## config.mk

```make
export PLATFORM = sky130hd
export DESIGN_NAME = image_fit_layout
export DESIGN_NICKNAME = d
export VERILOG_FILES = /design/src/hw/rtl/ifl_pkg.sv /design/src/hw/rtl/ifl_front.sv /design/src/hw/rtl/ifl_back.sv /design/src/hw/rtl/image_fit_layout.sv
export SDC_FILE = /design/constraint.sdc
export NUM_CORES = 2
export LEC_CHECK = 0
export BUFFER_PORTS_ARGS = -buffer_cell sky130_fd_sc_hd__buf_4
export CORE_ASPECT_RATIO = 1.75
export CORE_MARGIN = 5
export CORE_UTILIZATION = 64
export DETAILED_ROUTE_END_ITERATION = 6
export GPL_ROUTABILITY_DRIVEN = 0
export PLACE_DENSITY_LB_ADDON = 0.05
export SLEW_MARGIN = 20
export SYNTH_ARGS = -nofsm -noshare
export SYNTH_HDL_FRONTEND = slang
export SYNTH_HIERARCHICAL = 1
export SYNTH_SLANG_ARGS = --single-unit
```

## constraint.sdc

```tcl
create_clock -name i_clk -period 22.2 [get_ports i_clk]
set_input_delay 4.44 -clock i_clk [delete_from_list [all_inputs] [get_ports i_clk]]
set_output_delay 4.44 -clock i_clk [all_outputs]
set_load 0.01 [all_outputs]
```

## src/hw/rtl/ifl_pkg.sv

```systemverilog
// ----------------------------------------------------------------------------
// ifl_pkg
// Types, constants and helpers of the image fit layout block.
// ----------------------------------------------------------------------------
package ifl_pkg;

    localparam int unsigned C_MAX_DIM    = 32767;
    localparam int unsigned C_QUEUE_DEP  = 2;
    localparam int unsigned C_DIV_STEPS  = 4;
    localparam int unsigned C_DIV_CYCLES = 16 / C_DIV_STEPS;

    typedef enum logic [2:0] {
        CFG_BASE_X      = 3'd0,
        CFG_BASE_Y      = 3'd1,
        CFG_BASE_WIDTH  = 3'd2,
        CFG_BASE_HEIGHT = 3'd3,
        CFG_ROT_X       = 3'd4,
        CFG_ROT_Y       = 3'd5,
        CFG_ROT_WIDTH   = 3'd6,
        CFG_ROT_HEIGHT  = 3'd7
    } t_cfg_idx;

    typedef enum logic [1:0] {
        S_IDLE,
        S_MUL,
        S_SET,
        S_DIV
    } t_back_state;

    typedef struct packed {
        logic [15:0] source_width;
        logic [15:0] source_height;
        logic [15:0] screen_width;
        logic [15:0] screen_height;
        logic [1:0]  orientation;
        logic        rotate_allowed;
        logic        is_bitmap;
    } t_in_req;

    typedef struct packed {
        logic        ok;
        logic [1:0]  out_orientation;
        logic [15:0] layout_screen_width;
        logic [15:0] layout_screen_height;
        logic [14:0] place_x;
        logic [14:0] place_y;
        logic [14:0] place_width;
        logic [14:0] place_height;
    } t_out_res;

    typedef struct packed {
        logic [15:0] base_x;
        logic [15:0] base_y;
        logic [15:0] base_width;
        logic [15:0] base_height;
        logic [15:0] rot_x;
        logic [15:0] rot_y;
        logic [15:0] rot_width;
        logic [15:0] rot_height;
    } t_cfg;

    typedef struct packed {
        logic        ok;
        logic        keep;
        logic [1:0]  ori;
        logic [15:0] scr_w;
        logic [15:0] scr_h;
        logic [14:0] sw;
        logic [14:0] sh;
        logic [14:0] vx;
        logic [14:0] vy;
        logic [14:0] vw;
        logic [14:0] vh;
    } t_job;

    function automatic logic dim_ok(input logic [15:0] v);
        return (v != 16'd0) && ({16'd0, v} <= 32'(C_MAX_DIM));
    endfunction

endpackage

```

## src/hw/rtl/ifl_front.sv

```systemverilog
// ----------------------------------------------------------------------------
// ifl_front
// Classifies a request (rotation, viewport, validity) and queues the job.
// ----------------------------------------------------------------------------
module ifl_front (
    input  logic           i_clk,
    input  logic           i_rst_n,
    input  ifl_pkg::t_cfg  i_cfg,
    input  logic           i_push,
    input  ifl_pkg::t_in_req i_req,
    output logic           o_full,
    output logic           o_job_valid,
    output ifl_pkg::t_job  o_job,
    input  logic           i_job_pop
);
    import ifl_pkg::*;

    localparam int unsigned PW = $clog2(C_QUEUE_DEP);

    logic        rotate;
    logic [15:0] vx, vy, vw, vh;
    logic [16:0] ex, ey;
    logic        valid;
    t_job        job;

    t_job        r_mem [C_QUEUE_DEP];
    logic [PW-1:0] r_wr_ptr, r_rd_ptr;
    logic [PW:0]   r_count;
    logic        wr_en, rd_en;

    always_comb begin
        rotate = i_req.rotate_allowed
            && dim_ok(i_req.source_width) && dim_ok(i_req.source_height)
            && dim_ok(i_req.screen_width) && dim_ok(i_req.screen_height)
            && (i_req.source_width != i_req.source_height)
            && (i_req.screen_width != i_req.screen_height)
            && ((i_req.source_width > i_req.source_height)
                != (i_req.screen_width > i_req.screen_height));
        vx = rotate ? i_cfg.rot_x      : i_cfg.base_x;
        vy = rotate ? i_cfg.rot_y      : i_cfg.base_y;
        vw = rotate ? i_cfg.rot_width  : i_cfg.base_width;
        vh = rotate ? i_cfg.rot_height : i_cfg.base_height;
        ex = {1'b0, vx} + {1'b0, vw};
        ey = {1'b0, vy} + {1'b0, vh};
        valid = dim_ok(i_req.source_width) && dim_ok(i_req.source_height)
            && dim_ok(vw) && dim_ok(vh)
            && ({16'd0, vx} <= 32'(C_MAX_DIM)) && ({16'd0, vy} <= 32'(C_MAX_DIM))
            && ({15'd0, ex} <= 32'(C_MAX_DIM)) && ({15'd0, ey} <= 32'(C_MAX_DIM));
        job.ok    = valid;
        job.keep  = i_req.is_bitmap && (i_req.source_width <= vw)
            && (i_req.source_height <= vh);
        job.ori   = rotate ? i_req.orientation + 2'd3 : i_req.orientation;
        job.scr_w = rotate ? i_req.screen_height : i_req.screen_width;
        job.scr_h = rotate ? i_req.screen_width  : i_req.screen_height;
        job.sw    = i_req.source_width[14:0];
        job.sh    = i_req.source_height[14:0];
        job.vx    = vx[14:0];
        job.vy    = vy[14:0];
        job.vw    = vw[14:0];
        job.vh    = vh[14:0];
    end

    assign o_full      = (r_count == (PW+1)'(C_QUEUE_DEP));
    assign o_job_valid = (r_count != '0);
    assign o_job       = r_mem[r_rd_ptr];
    assign wr_en       = i_push && !o_full;
    assign rd_en       = i_job_pop && o_job_valid;

    always_ff @(posedge i_clk) begin
        if (wr_en) begin
            r_mem[r_wr_ptr] <= job;
        end
        if (!i_rst_n) begin
            r_wr_ptr <= '0;
            r_rd_ptr <= '0;
            r_count  <= '0;
        end else begin
            if (wr_en) begin
                r_wr_ptr <= r_wr_ptr + 1'b1;
            end
            if (rd_en) begin
                r_rd_ptr <= r_rd_ptr + 1'b1;
            end
            r_count <= r_count + (PW+1)'(wr_en) - (PW+1)'(rd_en);
        end
    end

endmodule

```

## src/hw/rtl/ifl_back.sv

```systemverilog
// ----------------------------------------------------------------------------
// ifl_back
// Scales, clamps and centers one queued job and holds the result.
// ----------------------------------------------------------------------------
module ifl_back (
    input  logic             i_clk,
    input  logic             i_rst_n,
    input  logic             i_job_valid,
    input  ifl_pkg::t_job    i_job,
    output logic             o_job_pop,
    input  logic             pop,
    output logic             empty,
    output ifl_pkg::t_out_res o_res
);
    import ifl_pkg::*;

    localparam int unsigned CW = $clog2(C_DIV_CYCLES + 1);

    t_back_state r_state, n_state;
    t_job        r_job;
    logic [29:0] r_a, r_b;
    logic        r_wide;
    logic [14:0] r_den, r_rem;
    logic [15:0] r_quo;
    logic [CW-1:0] r_cnt;
    t_out_res    r_out;
    logic        r_out_valid;

    logic        fin, out_free, take, wide;
    logic [30:0] num;
    logic [14:0] rem_n;
    logic [15:0] quo_n, t;
    logic [15:0] fw, fh;
    logic [14:0] fw_c, fh_c;
    t_out_res    res;

    assign out_free = !r_out_valid || pop;
    assign wide     = (r_a > r_b);
    assign fin      = (r_state == S_DIV) && (r_cnt == CW'(C_DIV_CYCLES)) && out_free;

    always_comb begin
        n_state = r_state;
        take    = 1'b0;
        unique case (r_state)
            S_IDLE: begin
                if (i_job_valid) begin
                    take    = 1'b1;
                    n_state = S_MUL;
                end
            end
            S_MUL: n_state = S_SET;
            S_SET: n_state = S_DIV;
            S_DIV: begin
                if (fin) begin
                    take    = i_job_valid;
                    n_state = i_job_valid ? S_MUL : S_IDLE;
                end
            end
            default: n_state = S_IDLE;
        endcase
    end
    assign o_job_pop = take;

    always_comb begin
        num   = wide ? {1'b0, r_b} + 31'(r_job.sw >> 1)
                     : {1'b0, r_a} + 31'(r_job.sh >> 1);
        rem_n = r_rem;
        quo_n = r_quo;
        t     = '0;
        for (int i = 0; i < C_DIV_STEPS; i++) begin
            t = {rem_n, quo_n[15]};
            quo_n = {quo_n[14:0], (t >= {1'b0, r_den})};
            rem_n = (t >= {1'b0, r_den}) ? 15'(t - {1'b0, r_den}) : t[14:0];
        end
    end

    always_comb begin
        if (r_job.keep) begin
            fw = {1'b0, r_job.sw};
            fh = {1'b0, r_job.sh};
        end else if (r_wide) begin
            fw = {1'b0, r_job.vw};
            fh = r_quo;
        end else begin
            fw = r_quo;
            fh = {1'b0, r_job.vh};
        end
        if (fw == '0) fw = 16'd1;
        if (fh == '0) fh = 16'd1;
        fw_c = (fw > {1'b0, r_job.vw}) ? r_job.vw : fw[14:0];
        fh_c = (fh > {1'b0, r_job.vh}) ? r_job.vh : fh[14:0];
        res.ok                   = r_job.ok;
        res.out_orientation      = r_job.ori;
        res.layout_screen_width  = r_job.scr_w;
        res.layout_screen_height = r_job.scr_h;
        res.place_x      = r_job.ok ? r_job.vx + ((r_job.vw - fw_c) >> 1) : '0;
        res.place_y      = r_job.ok ? r_job.vy + ((r_job.vh - fh_c) >> 1) : '0;
        res.place_width  = r_job.ok ? fw_c : '0;
        res.place_height = r_job.ok ? fh_c : '0;
    end

    always_ff @(posedge i_clk) begin
        if (!i_rst_n) begin
            r_state <= S_IDLE;
        end else begin
            r_state <= n_state;
        end
    end

    always_ff @(posedge i_clk) begin
        if (take) begin
            r_job <= i_job;
        end
        unique case (r_state)
            S_MUL: begin
                r_a <= 30'(r_job.sw) * 30'(r_job.vh);
                r_b <= 30'(r_job.vw) * 30'(r_job.sh);
            end
            S_SET: begin
                r_wide <= wide;
                r_den  <= wide ? r_job.sw : r_job.sh;
                r_rem  <= num[30:16];
                r_quo  <= num[15:0];
                r_cnt  <= '0;
            end
            S_DIV: begin
                if (r_cnt != CW'(C_DIV_CYCLES)) begin
                    r_rem <= rem_n;
                    r_quo <= quo_n;
                    r_cnt <= r_cnt + 1'b1;
                end
            end
            default: ;
        endcase
        if (fin) begin
            r_out <= res;
        end
    end

    always_ff @(posedge i_clk) begin
        if (!i_rst_n) begin
            r_out_valid <= 1'b0;
        end else if (fin) begin
            r_out_valid <= 1'b1;
        end else if (pop) begin
            r_out_valid <= 1'b0;
        end
    end

    assign empty = !r_out_valid;
    assign o_res = r_out;

endmodule

```

## src/hw/rtl/image_fit_layout.sv

```systemverilog
// ----------------------------------------------------------------------------
// image_fit_layout
// Fits an image into a configured viewport, rotating it when that suits.
// ----------------------------------------------------------------------------
// Requests enter through push/full: one is taken at a clock edge with push
// high and full low. Results leave through empty/pop: the oldest result sits
// on o_res while empty is low and is taken at an edge with pop high.
// Viewport registers are written through i_cfg_valid/o_cfg_ready with a
// register index and 16-bit data; write them only while the block is idle.
// A request occupies the back end through multiply, setup, the steps of a
// 4-bit-per-cycle divider and finish; the next is taken only at the finish
// step, and a 2-entry queue lets further requests arrive in the meantime.
// Reset (synchronous, active low) empties queue and result register and
// clears all viewport registers. When pop stays low the result is held,
// the back end stops at its finish step and full rises once the queue fills.
// ----------------------------------------------------------------------------
module image_fit_layout (
    input  logic              i_clk,
    input  logic              i_rst_n,
    input  logic              push,
    output logic              full,
    input  ifl_pkg::t_in_req  i_req,
    output logic              empty,
    input  logic              pop,
    output ifl_pkg::t_out_res o_res,
    input  logic              i_cfg_valid,
    output logic              o_cfg_ready,
    input  logic [2:0]        i_cfg_index,
    input  logic [15:0]       i_cfg_data
);
    import ifl_pkg::*;

    t_cfg  r_cfg;
    t_job  job;
    logic  job_valid, job_pop;

    assign o_cfg_ready = 1'b1;

    always_ff @(posedge i_clk) begin
        if (!i_rst_n) begin
            r_cfg <= '0;
        end else if (i_cfg_valid) begin
            unique case (t_cfg_idx'(i_cfg_index))
                CFG_BASE_X:      r_cfg.base_x      <= i_cfg_data;
                CFG_BASE_Y:      r_cfg.base_y      <= i_cfg_data;
                CFG_BASE_WIDTH:  r_cfg.base_width  <= i_cfg_data;
                CFG_BASE_HEIGHT: r_cfg.base_height <= i_cfg_data;
                CFG_ROT_X:       r_cfg.rot_x       <= i_cfg_data;
                CFG_ROT_Y:       r_cfg.rot_y       <= i_cfg_data;
                CFG_ROT_WIDTH:   r_cfg.rot_width   <= i_cfg_data;
                CFG_ROT_HEIGHT:  r_cfg.rot_height  <= i_cfg_data;
                default: ;
            endcase
        end
    end

    ifl_front u_front (
        .i_clk       (i_clk),
        .i_rst_n     (i_rst_n),
        .i_cfg       (r_cfg),
        .i_push      (push),
        .i_req       (i_req),
        .o_full      (full),
        .o_job_valid (job_valid),
        .o_job       (job),
        .i_job_pop   (job_pop)
    );

    ifl_back u_back (
        .i_clk       (i_clk),
        .i_rst_n     (i_rst_n),
        .i_job_valid (job_valid),
        .i_job       (job),
        .o_job_pop   (job_pop),
        .pop         (pop),
        .empty       (empty),
        .o_res       (o_res)
    );

endmodule

```

# After elaboration in Yosys (flattened, before gate mapping)
# Memory sizes are Yosys's and may differ from the RTL's. A register that Yosys moved wholly into a read port is not among the register bits.
# Cells that the tools add are included.
[op_classes]
add_sub_neg = 18
n_lt_le_gt_ge = 21
mul = 2
n_reduce_logical = 52
muxes = 38
n_eq_ne = 19
[op_table]
columns = ["op", "count"]
rows = [
  ["$mux W16", 13],
  ["$le A16 B15 Y1 const B", 8],
  ["$mux W15", 8],
  ["$reduce_bool A16 Y1", 6],
  ["$sub A15 B15 Y15", 6],
  ["$ge A16 B15 Y1", 4],
  ["$add A30 B14 Y31", 2],
  ["$mul A15 B15 Y30", 2],
  ["$add A16 B16 Y17", 2],
  ["$le A17 B15 Y1 const B", 2],
  ["$gt A16 B15 Y1", 2],
  ["$gt A16 B16 Y1", 2],
  ["$le A16 B16 Y1", 2],
  ["$logic_not A16 Y1", 2],
  ["$ne A16 B16 Y1", 2],
  ["$pmux W16 S2", 1],
  ["$mux W31", 1],
  ["$add A15 B14 Y15", 2],
  ["$gt A30 B30 Y1", 1],
  ["$pmux W15 S2", 1],
  ["$logic_and A1 B1 Y1", 26],
  ["$reduce_and A2 Y1", 10],
  ["$eq A3 B3 Y1 const B", 5],
  ["$pmux W2 S4", 1],
  ["other kinds (23)", 39],
]
[totals]
memories = 1
ram_bits = 252
in_bits = 92
regBits = 340
word_cells = 179
output_inout_bits = 98
[memory_table]
columns = ["name", "words", "width", "rd", "rd_ports_with_merged_regs", "write_ports", "line_no", "source"]
rows = [
  ["u_front.r_mem", 2, 126, 1, 1, 1, "ifl_front.sv:26", "t_job r_mem [C_QUEUE_DEP];"],
]

# Depth between registers and ports, before layout
[depth]
ltp_word = 18
mapped_depth = 50
depth_no_buf = 46

# Cells and area by module
# The synthesis kept the hierarchy.
[by_module_without_submodules]
columns = ["mod", "instances", "seq_area_each_um2", "area_each_um2", "cells_each"]
rows = [
  ["ifl_back", 1, 9999.6, 35647.9, 3567],
  ["ifl_front", 1, 7667.4, 13322.8, 1018],
  ["image_fit_layout", 1, 2562.5, 4639.4, 441],
]

# Worst setup path after synthesis
# Ideal clock, no wire load.
[synth_timing]
path_type = "input to register"
startpoint = "input pop"
endpoint = "register u_front.r_count[1]"
n_path_buf = 0
path_stages = 11
setup_ps = 115
setup_slack_ps = 2155
t_arrival_ps = 19931
t_required_ps = 22085
path_cell_list = "nand2b_1 -> nor2b_1 -> nor2_1 -> nor3b_1 -> and2_1 -> ha_1 -> inv_1 -> ha_1 -> xnor2_1 -> xnor2_1 -> and2_1"
[synth_via]
elab_chain_cells = 6
[synth_rtl]
columns = ["element", "line_no", "source"]
rows = [
  ["start: declaration", "image_fit_layout.sv:24", "input logic pop,"],
  ["$logic_or A1 B1 Y1", "ifl_back.sv:37", "assign out_free = !r_out_valid || pop;"],
  ["$logic_and A1 B1 Y1", "ifl_back.sv:39", "assign fin = (r_state == S_DIV) && (r_cnt == CW'(C_DIV_CYCLES)) && out_free;"],
  ["via u_back.fin", "ifl_back.sv:29", "logic fin, out_free, take, wide;"],
  ["$mux W1", "ifl_back.sv:54", "if (fin) begin"],
  ["$pmux W1 S2", "ifl_back.sv:44", "unique case (r_state)"],
  ["via job_pop", "image_fit_layout.sv:35", "logic job_valid, job_pop;"],
  ["$logic_and A1 B1 Y1", "ifl_front.sv:67", "assign rd_en = i_job_pop && o_job_valid;"],
  ["via u_front.rd_en", "ifl_front.sv:29", "logic wr_en, rd_en;"],
  ["$sub A2 B1 Y2", "ifl_front.sv:84", "r_count <= r_count + (PW+1)'(wr_en) - (PW+1)'(rd_en);"],
  ["end signal: assignment", "ifl_front.sv:84", ""],
  ["end: declaration", "ifl_front.sv:28", "logic [PW:0] r_count;"],
]
# The timed path passes the listed nets, and every way through them passes these cells.
# A chain may end at the register's enable or synchronous reset.

# Worst setup path in the final report
[layout_timing]
startpoint = "register u_back.r_den[1]"
endpoint = "register u_back.r_rem[14] (data pin)"
[layout_via]
elab_chain_cells = 10
word_cells_on_any_way = 14
cone_classes = "add/sub (4); order compare (4); mux (6)"
[layout_rtl]
columns = ["element", "line_no", "source"]
rows = [
  ["start: declaration", "ifl_back.sv:23", "logic [14:0] r_den, r_rem;"],
  ["start signal: assignment", "ifl_back.sv:121", "r_den <= wide ? r_job.sw : r_job.sh;"],
  ["$sub A15 B15 Y15 or $ge A16 B15 Y1 (tied branches)", "ifl_back.sv:73", "rem_n = (t >= {1'b0, r_den}) ? 15'(t - {1'b0, r_den}) : t[14:0];"],
  ["$mux W15", "ifl_back.sv:73", ""],
  ["$sub A15 B15 Y15 or $ge A16 B15 Y1 (tied branches)", "ifl_back.sv:73", ""],
  ["$mux W15", "ifl_back.sv:73", ""],
  ["$sub A15 B15 Y15 or $ge A16 B15 Y1 (tied branches)", "ifl_back.sv:73", ""],
  ["$mux W15", "ifl_back.sv:73", ""],
  ["$sub A15 B15 Y15 or $ge A16 B15 Y1 (tied branches)", "ifl_back.sv:73", ""],
  ["$mux W15 (*)", "ifl_back.sv:73", ""],
  ["$mux W15 (*)", "ifl_back.sv:127", "if (r_cnt != CW'(C_DIV_CYCLES)) begin"],
  ["$pmux W15 S2 (*)", "ifl_back.sv:114", "unique case (r_state)"],
  ["end signal: assignment", "ifl_back.sv:122", "r_rem <= num[30:16];"],
  ["end signal: assignment", "ifl_back.sv:128", "r_rem <= rem_n;"],
  ["end: declaration", "ifl_back.sv:23", ""],
]
# Every way passes the cells marked *; elsewhere a longest branch is shown, timed or not. The select of a mux whose other input is x is not followed.

==> metrics.md <==
| Metric | Value |
|---|---|
| Crit-path slowest cell | o21ai_2 |
| Worst setup EP type | flip-flop |
| Hold Crit Depth | 0 |
| Final Cycle Share | 51.1% |
| Hold crit path type | reg -> reg |
| Post-CTS setup buffers | 0 |
| Cells after Synth | 5,026 |
| CTS sink count | 719 |
| Leading register cell type out of synthesis | edfxtp_1 |
| Layout Nets | 6,095 |
| CP dominant cell by count | a21oi_1 |
| Syn_area_per_cell | 10.7 um2 |
| Cts hold-fix bufs | 0 |
| Largest stage delay on the critical path | 0.76 ns |
| Drt drc | 0 |
| Final Slew Violations | 0 |
| I/O Buffers | 188 |
| Drt total wl | 149,000 um |
| Core area | 83,200 um2 |
| CP max FO | 19 |
| Kind of cell adding the most delay to the critical path | compound AO/OA/AOI/OAI gates |
| Sequential-to-total area share from yosys stat | 37.7% |
| Clock buffer count from CTS | 67 |
| Final-report hold violation count | 0 |
| Ys async rst share | 0% |
| First-pass GRT wire length | 227,000 um |
| Commonest cells post-synth | 670 x nand2_1, 583 x edfxtp_1, 544 x inv_1, 493 x ha_1, 346 x fa_1 |
| R2r setup slk | 10.85 ns |
| CTS Buffer Depth | 3 |
| Vias per cell | 6.13 |
| Net Count, Synth | 5,957 |
| CP Class | reg -> reg |
| Worst path required time | 22.59 ns |
| DP Wirelength | 111,000 um |
| Worst reg2reg startpoint | u_back/r_den[1] |
| Synth top area cells | edfxtp_1 33%, fa_1 13%, ha_1 12% |
| CTS tree | built |
| Antenna-violating nets left | 0 |
| # rows | 140 |
| Status | finished clean |
| Via count of the routed design | 38,498 |
| Fin Clk Skew | 0.0263 ns |
| Fin util | 70.1% |
| H-tree depth | 3 |
| Vias in the first global route | 40,223 |
| Largest net degree at the start of global routing | 91 |
| Number of antenna violations at the first check in global routing | 2 |
| Area leader, netlist | edfxtp_1 |
| Grt total ovfl | 0 |
| Die X | 229 um |
| Initial detailed-routing violation count | 2,624 |
| Hold wc startpoint | u_back/r_job[93] |
| Initial Util | 64.4% |
| Worst EP arrival | 11.74 ns |
| CTS resizes | 0 |
| Avg WL per Cell | 23.7 um |
| Post-synth EDFFs | 583 |
| First drt pass iteration count | 6 |
| GRT Util Overall | 32.9% |
| Filler cell count in the final layout | 6,313 |
| Setup crit start kind | flip-flop |
| Max cap viols | 0 |
| Post-route minimum period | 11.35 ns |
| TNS Setup | 0 ns |
| Clock transition at path regs | 0.07 ns |
| Crit Reg-Reg Endpoint | u_back/r_rem[14] |
| R2R depth | 40 |
| CTS root buffer | clkbuf_16 |
| Die height | 393 um |
| Normalized max-slew margin | 22.1% |
| Hold endpoint | u_back/o_res[63] |
| DIE AREA | 89,900 um2 |
| Syn Std Cell Area | 53,600 um2 |
| Most frequent cell after synthesis | nand2_1 |
| Setup-failing EPs final | 0 |
| Yosys top cell area share | 32.7% |
| IO Pins | 190 |
| Syn-to-layout area delta | 8.86% |
| Share of cells above drive strength 1 | 11.4% |
| RSZ-0062 raised after global routing | false |
| Fmax | 88.1 MHz |
| #FFs+latches synth | 719 |
| Synth unique cells | 97 |
| Warnings, synthesis | 6 |
| WP buf/inv | 2 |
| Worst-margin pin slew | 1.17 ns |
| Clock Latency Late Sink | 0.65 ns |
==> cells in the final DEF, fill, tap and decap left out, types with 9 or more instances in the layout <==
master / n
mux2_2: 199
or3_1: 16
xnor2_1: 157
dfxtp_1: 135
a31oi_1: 12
clkinv_1: 11
nand2_1: 669
a21o_1: 71
and2_1: 207
nor2b_1: 66
a21oi_1: 198
or2_2: 9
o21bai_1: 19
ha_1: 492
clkbuf_1: 10
clkbuf_16: 67
nand4_1: 52
nand2b_1: 35
xor2_1: 56
edfxtp_1: 583
mux2i_1: 206
nor2_1: 165
nor3_1: 58
and3_1: 23
a211oi_1: 18
o31ai_1: 9
buf_4: 255
inv_1: 544
o31a_1: 11
o21ai_0: 158
fa_1: 346
a221o_1: 12
o21a_1: 38
nor4_1: 44
nand3_1: 59
o211ai_1: 20
==> kinds of logic (layout without fill, tap and decap cells) <==
group / Yosys count / in the layout / share of synthesized area [%]
adders and majority gates: 844 / 844 / 24.5
buffers and inverters: 732 / 923 / 5.29
xor gates and xnor gates: 214 / 214 / 3.51
other: 1 / 2 / 0.00699
AOI/OAI and AO/OA: 664 / 664 / 8.02
muxes: 407 / 407 / 8.07
and+or+nand+nor: 1445 / 1445 / 12.8
DFF: 719 / 719 / 37.7
==> layer usage <==
metal / vias to the layer above / part of all wire [%] / GRT usage (%)
li1: 17579 / - / -
met1: 18858 / 34 / 34.6
met2: 1453 / 52 / 59.8
met3: 606 / 6.2 / 5.66
met4: 2 / 8.4 / 22.9
met5: - / 0.012 / 0
==> through the flow <==
step                      cell area, um2  hold slack (ns)  setup slack (ns)  cells
after global routing               58400            0.424             10.11   6282
after global placement             56100            0.401             11.30   6160
final                              58400            0.416             10.85   6283
after CTS                          58400            0.417             11.05   6282
after floorplan                    53600            0.400              2.15   5026
after detailed placement           56100            0.405             11.09   6160
==> area by class of cell <==
cell class                 count  area, um2  share of cell area (%)
multi-input combinational   3575      30600                    52.4
sequential                   719      20200                    34.7
inverter                     546       2050                    3.51
timing repair buffer         255       1910                    3.28
clock buffer                  81       1770                    3.03
tap                         1065       1330                    2.28
clock inverter                41        470                   0.806
antenna                        1       2.50                 0.00429
==> how the worst max path moves through the flow <==
stage,slack (ns),cells past startpoint,end,start
2_1_floorplan,2.15,11,u_front/r_count[1],pop
3_3_place_gp,11.30,40,u_back/r_rem[14],u_back/r_den[1]
3_5_place_dp,11.09,40,u_back/r_rem[14],u_back/r_den[1]
4_1_cts,11.05,40,u_back/r_rem[14],u_back/r_den[1]
5_1_grt,10.11,40,u_back/r_rem[14],u_back/r_den[1]
6_report,10.85,40,u_back/r_rem[14],u_back/r_den[1]
==> registers in the layout, summed over array words and instances (netlist names), named ones only <==
signal	flops
u_back/r_state	2
u_back/r_cnt	3
u_back/r_quo	16
u_back/r_a	30
u_back/r_rem	15
u_back/r_out_valid	1
u_front/r_rd_ptr	1
u_back/r_b	30
u_back/r_den	15
u_front/r_mem	252
u_front/r_count	2
u_back/r_wide	1
u_back/o_res	95
u_front/r_wr_ptr	1
r_cfg	128
u_back/r_job	126
Power is left out: the tool's default activity adds up to more than one toggle a clock period on the data nets, which glitch-free logic cannot reach.
